**config.mk**
```make
export PLATFORM = sky130hd
export DESIGN_NAME = cursor_control_sequence_encoder
export DESIGN_NICKNAME = d
export VERILOG_FILES = /design/src/rtl/ccse_pkg.sv /design/src/rtl/ccse_datapath.sv /design/src/rtl/ccse_ctrl.sv /design/src/rtl/cursor_control_sequence_encoder.sv
export SDC_FILE = /design/constraint.sdc
export NUM_CORES = 1
export LEC_CHECK = 0
export BUFFER_PORTS_ARGS = -buffer_cell sky130_fd_sc_hd__buf_4
export CAP_MARGIN = 10
export CORE_MARGIN = 2
export CORE_UTILIZATION = 65
export DETAILED_ROUTE_END_ITERATION = 7
export GPL_TIMING_DRIVEN = 1
export HOLD_SLACK_MARGIN = 0.08
export PLACE_DENSITY = 0.82
export SYNTH_ARGS = -nofsm -noshare
export SYNTH_HDL_FRONTEND = slang
export SYNTH_SLANG_ARGS = --single-unit
```
**constraint.sdc**
```tcl
create_clock -name clk -period 8.2 [get_ports clk]
set_input_delay 0.41 -clock clk [delete_from_list [all_inputs] [get_ports clk]]
set_output_delay 0.41 -clock clk [all_outputs]
set_load 0.02 [all_outputs]
```
**src/rtl/ccse_pkg.sv**
```systemverilog
// Shared types and constants for the cursor control sequence encoder.
// Command codes, byte codes, controller/datapath interface structs.
// No dependencies.
package ccse_pkg;

	// coordinate and digit store sizes
	localparam int COORD_W   = 16;
	localparam int MAX_DIGS  = 5;
	localparam int DIG_IDX_W = 3;
	localparam int CFG_IDX_W = 2;

	// reciprocal of ten for 16-bit operands: q = (v * RECIP10) >> RECIP_SH
	localparam logic [15:0] RECIP10  = 16'hCCCD;
	localparam int          RECIP_SH = 19;

	// command codes
	localparam logic [2:0] MODE_UP       = 3'd0;
	localparam logic [2:0] MODE_DOWN     = 3'd1;
	localparam logic [2:0] MODE_FORWARD  = 3'd2;
	localparam logic [2:0] MODE_BACKWARD = 3'd3;
	localparam logic [2:0] MODE_COL_ABS  = 3'd4;
	localparam logic [2:0] MODE_POSITION = 3'd5;
	localparam logic [2:0] MODE_LINE_ABS = 3'd6;
	localparam logic [2:0] MODE_UNUSED   = 3'd7;

	// configuration register indexes
	localparam logic [CFG_IDX_W-1:0] CFG_CSI_EIGHT_BIT     = 2'd0;
	localparam logic [CFG_IDX_W-1:0] CFG_COLUMN_DEFAULT_OK = 2'd1;
	localparam logic [CFG_IDX_W-1:0] CFG_LINE_DEFAULT_OK   = 2'd2;

	// byte codes
	localparam logic [7:0] BYTE_ESC   = 8'h1B;
	localparam logic [7:0] BYTE_CSI8  = 8'h9B;
	localparam logic [7:0] BYTE_BRKT  = 8'h5B;
	localparam logic [7:0] BYTE_SEMI  = 8'h3B;
	localparam logic [7:0] BYTE_ZERO  = 8'h30;

	// which byte the datapath loads into the output register
	typedef enum logic [2:0] {
		SEL_INTRO,
		SEL_BRKT,
		SEL_ROW_DIG,
		SEL_SEMI,
		SEL_AMT_DIG,
		SEL_FINAL
	} byte_sel_t;

	// controller -> datapath
	typedef struct packed {
		logic      load;     // capture an accepted command
		logic      conv;     // run one decimal conversion step
		logic      idx_clr;  // restart the digit index
		logic      idx_inc;  // advance the digit index
		logic      ld_out;   // load the output register
		byte_sel_t sel;
		logic      last;
	} cmd_t;

	// datapath -> controller
	typedef struct packed {
		logic in_mode_ok;    // incoming command is defined
		logic csi8;
		logic param_on;
		logic is_pos;
		logic conv_done;
		logic row_last_dig;
		logic amt_last_dig;
	} sts_t;

	// final byte of each command
	function automatic logic [7:0] final_byte(input logic [2:0] mode);
		logic [7:0] b;
		case (mode)
			MODE_UP:       b = 8'h41;
			MODE_DOWN:     b = 8'h42;
			MODE_FORWARD:  b = 8'h43;
			MODE_BACKWARD: b = 8'h44;
			MODE_COL_ABS:  b = 8'h47;
			MODE_POSITION: b = 8'h48;
			MODE_LINE_ABS: b = 8'h64;
			default:       b = 8'h00;
		endcase
		return b;
	endfunction

endpackage

```
**src/rtl/ccse_datapath.sv**
```systemverilog
// Datapath of the cursor control sequence encoder: config registers,
// decimal conversion by reciprocal multiply, digit stores and output word.
// Depends on ccse_pkg.
module ccse_datapath import ccse_pkg::*; (
	input  logic                 clk,
	input  logic                 arst_n,
	input  logic                 cfg_we,
	input  logic [CFG_IDX_W-1:0] cfg_index,
	input  logic                 cfg_data,
	input  logic [2:0]           mode,
	input  logic [COORD_W-1:0]   amount,
	input  logic [COORD_W-1:0]   row,
	input  cmd_t                 cmd,
	output sts_t                 sts,
	output logic [7:0]           out_byte,
	output logic                 last
);

	// split a value into quotient and remainder by ten
	function automatic logic [COORD_W+3:0] div10(input logic [COORD_W-1:0] v);
		logic [31:0]        prod;
		logic [COORD_W-1:0] q;
		logic [COORD_W-1:0] q10;
		logic [COORD_W-1:0] r;
		prod = 32'(v) * 32'(RECIP10);
		q    = COORD_W'(prod >> RECIP_SH);
		q10  = COORD_W'({q, 3'b000}) + COORD_W'({q, 1'b0});
		r    = v - q10;
		return {q, r[3:0]};
	endfunction

	logic                 csi8_q, col_ok_q, line_ok_q;
	logic [2:0]           mode_q;
	logic                 param_on_q;
	logic [COORD_W-1:0]   amt_v_q, row_v_q;
	logic                 amt_busy_q, row_busy_q;
	logic [3:0]           amt_dig_q [MAX_DIGS];
	logic [3:0]           row_dig_q [MAX_DIGS];
	logic [DIG_IDX_W-1:0] amt_cnt_q, row_cnt_q;
	logic [DIG_IDX_W-1:0] idx_q;
	logic [COORD_W+3:0]   amt_div, row_div;
	logic [DIG_IDX_W-1:0] amt_rd, row_rd;
	logic                 param_in;
	logic [7:0]           byte_d;

	// configuration registers
	always_ff @(posedge clk or negedge arst_n) begin
		if (!arst_n) begin
			csi8_q    <= 1'b0;
			col_ok_q  <= 1'b0;
			line_ok_q <= 1'b0;
		end else if (cfg_we) begin
			case (cfg_index)
				CFG_CSI_EIGHT_BIT:     csi8_q    <= cfg_data;
				CFG_COLUMN_DEFAULT_OK: col_ok_q  <= cfg_data;
				CFG_LINE_DEFAULT_OK:   line_ok_q <= cfg_data;
				default: ;
			endcase
		end
	end

	// whether the command carries its parameter(s)
	always_comb begin
		case (mode)
			MODE_COL_ABS:  param_in = (amount != COORD_W'(1)) || !col_ok_q;
			MODE_LINE_ABS: param_in = (amount != COORD_W'(1)) || !line_ok_q;
			MODE_POSITION: param_in = (amount != COORD_W'(1)) || (row != COORD_W'(1));
			default:       param_in = (amount != COORD_W'(1));
		endcase
	end

	assign amt_div = div10(amt_v_q);
	assign row_div = div10(row_v_q);

	// command capture and conversion, least significant digit first
	always_ff @(posedge clk or negedge arst_n) begin
		if (!arst_n) begin
			amt_busy_q <= 1'b0;
			row_busy_q <= 1'b0;
			amt_cnt_q  <= '0;
			row_cnt_q  <= '0;
		end else if (cmd.load) begin
			amt_busy_q <= 1'b1;
			row_busy_q <= 1'b1;
			amt_cnt_q  <= '0;
			row_cnt_q  <= '0;
		end else if (cmd.conv) begin
			if (amt_busy_q) begin
				amt_cnt_q  <= amt_cnt_q + DIG_IDX_W'(1);
				amt_busy_q <= (amt_div[COORD_W+3:4] != '0);
			end
			if (row_busy_q) begin
				row_cnt_q  <= row_cnt_q + DIG_IDX_W'(1);
				row_busy_q <= (row_div[COORD_W+3:4] != '0);
			end
		end
	end

	always_ff @(posedge clk) begin
		if (cmd.load) begin
			mode_q     <= mode;
			param_on_q <= param_in;
			amt_v_q    <= amount;
			row_v_q    <= row;
		end else if (cmd.conv) begin
			if (amt_busy_q) begin
				amt_dig_q[amt_cnt_q] <= amt_div[3:0];
				amt_v_q              <= amt_div[COORD_W+3:4];
			end
			if (row_busy_q) begin
				row_dig_q[row_cnt_q] <= row_div[3:0];
				row_v_q              <= row_div[COORD_W+3:4];
			end
		end
	end

	// digit index, counted from the most significant digit
	always_ff @(posedge clk or negedge arst_n) begin
		if (!arst_n)
			idx_q <= '0;
		else if (cmd.idx_clr)
			idx_q <= '0;
		else if (cmd.idx_inc)
			idx_q <= idx_q + DIG_IDX_W'(1);
	end

	assign amt_rd = amt_cnt_q - DIG_IDX_W'(1) - idx_q;
	assign row_rd = row_cnt_q - DIG_IDX_W'(1) - idx_q;

	// output byte select
	always_comb begin
		case (cmd.sel)
			SEL_INTRO:   byte_d = csi8_q ? BYTE_CSI8 : BYTE_ESC;
			SEL_BRKT:    byte_d = BYTE_BRKT;
			SEL_ROW_DIG: byte_d = BYTE_ZERO | {4'h0, row_dig_q[row_rd]};
			SEL_SEMI:    byte_d = BYTE_SEMI;
			SEL_AMT_DIG: byte_d = BYTE_ZERO | {4'h0, amt_dig_q[amt_rd]};
			SEL_FINAL:   byte_d = final_byte(mode_q);
			default:     byte_d = BYTE_ESC;
		endcase
	end

	// output word register
	always_ff @(posedge clk) begin
		if (cmd.ld_out) begin
			out_byte <= byte_d;
			last     <= cmd.last;
		end
	end

	assign sts.in_mode_ok   = (mode != MODE_UNUSED);
	assign sts.csi8         = csi8_q;
	assign sts.param_on     = param_on_q;
	assign sts.is_pos       = (mode_q == MODE_POSITION);
	assign sts.conv_done    = !amt_busy_q && !row_busy_q;
	assign sts.row_last_dig = (idx_q == row_cnt_q - DIG_IDX_W'(1));
	assign sts.amt_last_dig = (idx_q == amt_cnt_q - DIG_IDX_W'(1));

endmodule

```
**src/rtl/ccse_ctrl.sv**
```systemverilog
// Controller of the cursor control sequence encoder: walks each command
// through conversion and byte emission, owns the handshakes.
// Depends on ccse_pkg.
module ccse_ctrl import ccse_pkg::*; (
	input  logic clk,
	input  logic arst_n,
	input  logic in_valid,
	output logic in_ready,
	output logic out_valid,
	input  logic out_ready,
	input  sts_t sts,
	output cmd_t cmd
);

	typedef enum logic [7:0] {
		S_IDLE = 8'b0000_0001,
		S_CONV = 8'b0000_0010,
		S_ESC  = 8'b0000_0100,
		S_BRKT = 8'b0000_1000,
		S_ROW  = 8'b0001_0000,
		S_SEMI = 8'b0010_0000,
		S_AMT  = 8'b0100_0000,
		S_FIN  = 8'b1000_0000
	} state_t;

	state_t state_q, state_d;
	logic   out_valid_q, out_valid_d;
	logic   slot_free;
	state_t after_intro;

	assign slot_free = !out_valid_q || out_ready;
	assign in_ready  = (state_q == S_IDLE);
	assign out_valid = out_valid_q;

	// first state after the introducer
	always_comb begin
		if (!sts.param_on)
			after_intro = S_FIN;
		else if (sts.is_pos)
			after_intro = S_ROW;
		else
			after_intro = S_AMT;
	end

	// next state and datapath commands
	always_comb begin
		state_d = state_q;
		cmd     = '{load: 1'b0, conv: 1'b0, idx_clr: 1'b0, idx_inc: 1'b0,
		            ld_out: 1'b0, sel: SEL_INTRO, last: 1'b0};
		case (state_q)
			S_IDLE: begin
				if (in_valid) begin
					cmd.load = 1'b1;
					if (sts.in_mode_ok)
						state_d = S_CONV;
				end
			end
			S_CONV: begin
				cmd.conv = 1'b1;
				if (sts.conv_done)
					state_d = S_ESC;
			end
			S_ESC: begin
				cmd.sel     = SEL_INTRO;
				cmd.idx_clr = 1'b1;
				if (slot_free) begin
					cmd.ld_out = 1'b1;
					state_d    = sts.csi8 ? after_intro : S_BRKT;
				end
			end
			S_BRKT: begin
				cmd.sel = SEL_BRKT;
				if (slot_free) begin
					cmd.ld_out = 1'b1;
					state_d    = after_intro;
				end
			end
			S_ROW: begin
				cmd.sel = SEL_ROW_DIG;
				if (slot_free) begin
					cmd.ld_out = 1'b1;
					if (sts.row_last_dig) begin
						cmd.idx_clr = 1'b1;
						state_d     = S_SEMI;
					end else begin
						cmd.idx_inc = 1'b1;
					end
				end
			end
			S_SEMI: begin
				cmd.sel = SEL_SEMI;
				if (slot_free) begin
					cmd.ld_out = 1'b1;
					state_d    = S_AMT;
				end
			end
			S_AMT: begin
				cmd.sel = SEL_AMT_DIG;
				if (slot_free) begin
					cmd.ld_out = 1'b1;
					if (sts.amt_last_dig)
						state_d = S_FIN;
					else
						cmd.idx_inc = 1'b1;
				end
			end
			S_FIN: begin
				cmd.sel  = SEL_FINAL;
				cmd.last = 1'b1;
				if (slot_free) begin
					cmd.ld_out = 1'b1;
					state_d    = S_IDLE;
				end
			end
			default: state_d = S_IDLE;
		endcase
	end

	// output word valid: set on load, cleared when taken
	always_comb begin
		if (cmd.ld_out)
			out_valid_d = 1'b1;
		else if (out_ready)
			out_valid_d = 1'b0;
		else
			out_valid_d = out_valid_q;
	end

	always_ff @(posedge clk or negedge arst_n) begin
		if (!arst_n) begin
			state_q     <= S_IDLE;
			out_valid_q <= 1'b0;
		end else begin
			state_q     <= state_d;
			out_valid_q <= out_valid_d;
		end
	end

endmodule

```
**src/rtl/cursor_control_sequence_encoder.sv**
```systemverilog
// Cursor control sequence encoder, top level.
// Joins the controller and the datapath. Depends on ccse_pkg,
// ccse_datapath and ccse_ctrl.
//
// Usage:
//   Input channel (in_valid/in_ready, mode, amount, row) takes one cursor
//   command. The output channel (out_valid/out_ready, out_byte, last) gives
//   its CSI control sequence one byte per word, last set on the final byte.
//   The config channel (cfg_valid/cfg_ready, cfg_index, cfg_data) writes
//   csi_eight_bit (0), column_default_ok (1), line_default_ok (2); it is
//   always ready and is to be used only while the encoder is idle.
// Timing:
//   A command is taken in the idle state, then the decimal conversion runs one
//   digit per cycle for amount and row together until the longer value is
//   converted, and the controller sees it finish; then one byte leaves per
//   cycle while the receiver takes each word: 2 to 14 bytes.
//   A command with the undefined mode code is taken and dropped.
// Reset clears the config registers to zero and empties the output word.
// When the receiver stalls the output word holds and emission pauses;
// the next command is taken once the final byte sits in the output word.
module cursor_control_sequence_encoder import ccse_pkg::*; (
	input  logic                 clk,
	input  logic                 arst_n,
	input  logic                 cfg_valid,
	output logic                 cfg_ready,
	input  logic [CFG_IDX_W-1:0] cfg_index,
	input  logic                 cfg_data,
	input  logic                 in_valid,
	output logic                 in_ready,
	input  logic [2:0]           mode,
	input  logic [COORD_W-1:0]   amount,
	input  logic [COORD_W-1:0]   row,
	output logic                 out_valid,
	input  logic                 out_ready,
	output logic [7:0]           out_byte,
	output logic                 last
);

	cmd_t cmd;
	sts_t sts;

	assign cfg_ready = 1'b1;

	ccse_datapath u_dp (
		.clk       (clk),
		.arst_n    (arst_n),
		.cfg_we    (cfg_valid),
		.cfg_index (cfg_index),
		.cfg_data  (cfg_data),
		.mode      (mode),
		.amount    (amount),
		.row       (row),
		.cmd       (cmd),
		.sts       (sts),
		.out_byte  (out_byte),
		.last      (last)
	);

	ccse_ctrl u_ctrl (
		.clk       (clk),
		.arst_n    (arst_n),
		.in_valid  (in_valid),
		.in_ready  (in_ready),
		.out_valid (out_valid),
		.out_ready (out_ready),
		.sts       (sts),
		.cmd       (cmd)
	);

endmodule

```
Yosys cells after proc, flatten, opt, wreduce, memory -nomap -nowiden
Memory sizes are Yosys's and may differ from the RTL's. Index checks and enable logic that the tools add are counted.

Register bits: 68. Memory bits (writable): 40. Input port bits: 43. Logic and storage cells: 159. Memories: 2.

$add $sub $neg: 11. Multiply operators: 2. Equal/unequal tests: 40. Muxes and demuxes: 62. Reductions and logical operators: 26.

Memory list: u_dp.amt_dig_q (depth 5, width 4, read ports 1, clocked after Yosys merged registers in 0, wr ports 1, RTL line ccse_datapath.sv:37) `logic [3:0] amt_dig_q [MAX_DIGS];`; u_dp.row_dig_q (depth 5, width 4, read ports 1, clocked after Yosys merged registers in 0, wr ports 1, RTL line ccse_datapath.sv:38) `logic [3:0] row_dig_q [MAX_DIGS];`.

Operators with widths (count): $mux W8 (14); $mux W16 (6); $mul A16 B16 Y32 const B (2); $pmux W8 S8 (1); $pmux W7 S7 (1); $pmux W8 S6 (1); $ne A16 B1 Y1 const B (2); $reduce_bool A16 Y1 (2); $mux W3 (9); $eq A3 B3 Y1 const B (8); $mux W1 (24); $pmux W4 S6 (1); $ne A2 B1 Y1 const B (7); $eq A3 B2 Y1 const B (4); $reduce_and A11 Y1 (1); $reduce_and A2 Y1 (5); $reduce_bool A2 Y1 (5); $add A3 B1 Y3 const B (3); $add A4 B4 Y4 (2); $eq A8 B1 Y1 const B (1); $eq A8 B2 Y1 const B (1); $eq A8 B3 Y1 const B (1); $eq A8 B4 Y1 const B (1); $eq A8 B5 Y1 const B (1); 21 further kinds (38).

Longest topological paths before layout
Word-level depth: 7. Mapped depth: 23.

Cells and area by module
Synthesis repeated with hierarchy kept, for this count alone.

Cells, all modules: 1359. Area, all modules: 14493.9 um^2.

Modules (own cells, without submodules): ccse_datapath (times used 1, cells each 1268, area an instance 13713.2 um^2, seq. area each 2902.8 um^2); ccse_ctrl (times used 1, cells each 89, area an instance 769.5 um^2, seq. area each 226.5 um^2); cursor_control_sequence_encoder (times used 1, cells each 2, area an instance 11.3 um^2, seq. area each 0.0 um^2).

Worst setup path after synthesis
Ideal clock, no wire load.

Path type: register to register. From: reg u_dp.amt_v_q[6]. To: reg u_dp.amt_busy_q. Library setup time: 132 ps. Data arrival time: 5572 ps. Data required time: 8068 ps. Path slack: 2496 ps. Stages on the path, launching flop included: 21. Period minus slack after synthesis: 5704 ps. Cell sequence: edfxtp_1 ha_1 inv_1 fa_1 inv_1 fa_1 fa_1 fa_1 inv_1 fa_1 inv_1 ha_1 and4_4 and3_4 a221oi_2 a21oi_2 or3_4 a2111oi_4 o2111ai_1 nor4b_2 a31oi_1.

Word-level cells in the longest chain between the ends: 5.

Ends and longest elaborated chain: start, declared (RTL line ccse_datapath.sv:35) `logic [COORD_W-1:0] amt_v_q, row_v_q;`; start signal, assigned (RTL line ccse_datapath.sv:103) `amt_v_q <= amount;`; start signal, assigned (RTL line ccse_datapath.sv:108) `amt_v_q <= amt_div[COORD_W+3:4];`; $mul A16 B16 Y32 (RTL line ccse_datapath.sv:25) `prod = 32'(v) * 32'(RECIP10);`; $reduce_bool A16 Y1 (RTL line ccse_datapath.sv:90) `amt_busy_q <= (amt_div[COORD_W+3:4] != '0);`; $mux W1 (RTL line ccse_datapath.sv:88) `if (amt_busy_q) begin`; $mux W1 (RTL line ccse_datapath.sv:87) `end else if (cmd.conv) begin`; $mux W1 (RTL line ccse_datapath.sv:82) `end else if (cmd.load) begin`; end signal, assigned (RTL line ccse_datapath.sv:90); end, declared (RTL line ccse_datapath.sv:36) `logic amt_busy_q, row_busy_q;`.

Every way passes these cells. The select of a mux whose other input is x is not followed. A chain may end at the register's enable or synchronous reset.

Worst setup path in the final report
From: reg u_dp.row_v_q[7]. To: mem u_dp.row_dig_q[0][3], data pin.

Word-level cells in the longest chain between the ends: 3.

Ends and longest elaborated chain: start, declared (RTL line ccse_datapath.sv:35); start signal, assigned (RTL line ccse_datapath.sv:104) `row_v_q <= row;`; start signal, assigned (RTL line ccse_datapath.sv:112) `row_v_q <= row_div[COORD_W+3:4];`; $mul A16 B16 Y32 (RTL line ccse_datapath.sv:25); $add A4 B4 Y4 (RTL line ccse_datapath.sv:27) `q10 = COORD_W'({q, 3'b000}) + COORD_W'({q, 1'b0});`; $sub A4 B4 Y4 (RTL line ccse_datapath.sv:28) `r = v - q10;`; via u_dp.row_div[3] (RTL line ccse_datapath.sv:41) `logic [COORD_W+3:0] amt_div, row_div;`; end, declared (RTL line ccse_datapath.sv:38).

The timed path passes the listed nets, and every way through them passes these cells.

==> flow_metrics.tcl <==
set metrics [dict create \
    die_w_microns 154 \
    min_path_cells 1 \
    ys.warnings.count 0 \
    synthCells 1406 \
    die_h_microns 154 \
    path_clk_slew_ns 0.08 \
    grtUsageMet1_pct 42.8 \
    root_buffer "clkbuf_16" \
    grt_pass1_wl_microns 58600 \
    track_usage_pct 31.9 \
    arrival_ns 6.46 \
    htreeDepth 3 \
    postCtsSetupBuffers 0 \
    cts_tree "built" \
    die-area_sq_um 23600 \
    io_pins 55 \
    maxCapViolations 0 \
    finalCriticalPeriod_ns 6.34 \
    synth_nets 1887 \
    end_kind "flip-flop" \
    met2_usage_pct 53.3 \
    r2r_setup_slack_ns 1.86 \
    cts_sinks 108 \
    finalSetupTns_ns 0 \
    drive_above_1_share_pct 7.29 \
    synth.distinct_cells 77 \
    r2r_end "u_dp.row_dig_q[0][3]$_DFFE_PP_" \
    fmax_mhz 158 \
    first_global_vias 11198 \
    numPortBuffers 53 \
    rr_startpoint "u_dp.row_v_q[7]$_DFFE_PP_" \
    cts_buffers 9 \
    synth-seq-area-share_pct 21.5 \
    hp-class "input port to flip-flop" \
    cts_resized 0 \
    use_met3_pct 5.95 \
    top_usage_layer "met2" \
    dp_hpwl_microns 31200 \
    min_from "mode[2]" \
    finalHoldViolations 0 \
    synth_edf_count 85 \
    reg2regPathDepth 21 \
    yosysTopAreaCell "ha_1" \
    drc 0 \
    path_class "flip-flop to flip-flop" \
    post-route-period-util_pct 77.3 \
    async_flop_share_pct 21.3 \
    yosysTopAreaCellShare_pct 23.8 \
    drt_pass1_iterations 5 \
    antenna_left 0 \
    finalSetupViolations 0 \
    grt_max_degree 38 \
    min_to "u_dp.mode_q[2]$_DFFE_PP_" \
    syn_area_per_cell_sq_um 10.4 \
    syn-cell-area_sq_um 14600 \
    critPathRequiredTime_ns 8.32 \
    routabilityCongestion 0.988 \
    vias 10638 \
    antenna_cells 0 \
    area_delta_synth_final_pct 6.94 \
    wl_per_cell_microns 21.0 \
    max_slew_margin_pct 27.1 \
    initial_utilization_pct 66.6 \
    critPathLaunchType "flip-flop" \
    drt-initial-drc-count 920 \
    clk_latency_ns 0.36 \
    design_area_sq_um 15600 \
    vias_per_cell 6.13 \
    report.final.slew_viol_count 0 \
    crit_fanout 8 \
    placed_area_sq_um 15200 \
    outcome "completed" \
    num_rows 54 \
    synth_area_leaders "ha_1 (24%), fa_1 (22%), edfxtp_1 (18%), inv_1 (7.5%), dfrtp_1 (3.8%)" \
    grt_setup_unrepaired "false" \
    cts_max_path_buffers 2 \
    worst_pin_slew_ns 1.08 \
    finalClockSkew_ns 0.00967 \
    antenna_found_initial 0 \
    num-nets-final 1931 \
    grt_overflow_total 0 \
    synth_seq_cells 108 \
    wl_microns 36500 \
    core_sq_um 21900 \
    ys.flop_type "edfxtp_1" \
]
## worst max-delay path, stage by stage (launching register included)
cell and delay, ns:
edfxtp_1 0.51, ha_1 0.41, inv_1 0.08, fa_1 0.56, inv_1 0.06, fa_1 0.50
fa_1 0.42, fa_1 0.50, inv_1 0.05, fa_1 0.51, inv_1 0.05, ha_1 0.39
nand4_1 0.15, nor2_1 0.16, nand3_1 0.09, a21oi_1 0.16, a221o_1 0.18, xor2_1 0.31
ha_1 0.24, xor2_1 0.28, xnor2_1 0.12, xnor2_1 0.35
## synth_stat cells (all sizes together) (12+ instances only)
master	n
a21o	23
a21oi	53
and3	17
clkbuf	18
dfrtp	22
edfxtp	85
fa	161
ha	277
inv	293
mux2i	12
nand2	85
nand3	26
nor2	46
nor4	17
o21ai	42
xnor2	30
xor2	29
## cell families (layout without fill, tap and decap cells)
kind of cell    Yosys count  count (layout)  synth area share [%]
buf+inv                 316             365                  8.16
compound gates          196             196                  9.10
other cells               1               1                0.0257
mux                      28              28                  2.68
xor+xnor                 59              59                  3.55
fa+ha+maj               438             438                  45.9
flops                   108             108                  21.5
simple gates            260             260                  9.13
## worst max path at each step
stage / startpoint / endpoint / slack [ns] / cells past startpoint
CTS: u_dp.amt_v_q[7]$_DFFE_PP_ / u_dp.amt_dig_q[0][3]$_DFFE_PP_ / 1.91 / 20
finish: u_dp.row_v_q[7]$_DFFE_PP_ / u_dp.row_dig_q[0][3]$_DFFE_PP_ / 1.86 / 21
detailed placement: u_dp.amt_v_q[7]$_DFFE_PP_ / u_dp.amt_dig_q[3][3]$_DFFE_PP_ / 1.95 / 20
floorplan: u_dp.amt_v_q[6]$_DFFE_PP_ / u_dp.amt_busy_q$_DFFE_PN0P_ / 2.50 / 20
global placement: u_dp.row_v_q[6]$_DFFE_PP_ / u_dp.row_dig_q[4][3]$_DFFE_PP_ / 2.12 / 21
global route: u_dp.amt_v_q[7]$_DFFE_PP_ / u_dp.amt_dig_q[0][3]$_DFFE_PP_ / 1.51 / 20
## what timing repair did
item                                    CTS  global route
hold buffers                              1             0
endpoints found under the setup margin    0             0
endpoints found under the hold margin    22             0
## stage by stage
stage,setup WS (ns),hold slack [ns],cells,utilization [%]
global route,1.51,0.249,1735,71.2
finish,1.86,0.261,1735,71.2
detailed placement,1.95,0.340,1718,69.7
CTS,1.91,0.252,1735,71.2
floorplan,2.50,0.114,1406,-
global placement,2.12,0.343,1718,69.7
## cell type report
type                            count  area (sq um)
Multi-Input combinational cell    982         10300
Inverter                          293          1100
Clock inverter                      7           103
Timing Repair Buffer               56           423
Tap cell                          280           350
Sequential cell                   108          3130
Fill cell                        1631          6300
Clock buffer                        9           225
## routing by layer
metal  part of all wire (%)  wire length, microns  up-vias
li1                       -                     -     4852
met1                     42                 15400     5221
met2                     48                 17400      486
met3                    7.6                  2760       79
met4                    2.7                   969        0
met5                      0                     0        -
## layout by cell type (no fill, tap or decap), types with 6 or more instances in the layout
cell,netlist,routed
clkbuf_16,0,9
nand2b_1,10,10
nand4_1,9,9
inv_1,292,292
dfrtp_1,22,22
ha_1,277,277
a21oi_1,52,52
xor2_1,29,29
a211oi_1,8,8
nand2_1,85,85
nor4_1,16,16
o211ai_1,9,9
nor3_1,11,11
mux4_2,8,8
mux2_2,8,8
nand3_1,26,26
and3_1,15,15
o21a_1,8,8
nor2_1,46,46
nor2b_1,9,9
buf_4,1,55
nand3b_1,6,6
fa_1,161,161
mux2i_1,12,12
xnor2_1,30,30
o21ai_0,41,41
a21o_1,22,22
edfxtp_1,85,85
## flip-flops by register name, summed over array words and instances, names as in the netlist
register and count:
u_dp.idx_q 3, u_dp.amt_cnt_q 3, u_dp.param_on_q 1, u_dp.mode_q 3, u_dp.row_cnt_q 3, u_dp.row_busy_q 1
u_dp.row_v_q 16, u_dp.amt_busy_q 1, u_dp.col_ok_q 1, u_dp.csi8_q 1, u_dp.out_byte 8, u_dp.amt_v_q 16
u_ctrl.out_valid 1, u_dp.amt_dig_q 20, u_dp.line_ok_q 1, u_ctrl.state_q 8, u_dp.last 1, u_dp.row_dig_q 20
Power is left out: the tool's default activity adds up to more than one toggle a clock period on the data nets, which glitch-free logic cannot reach.
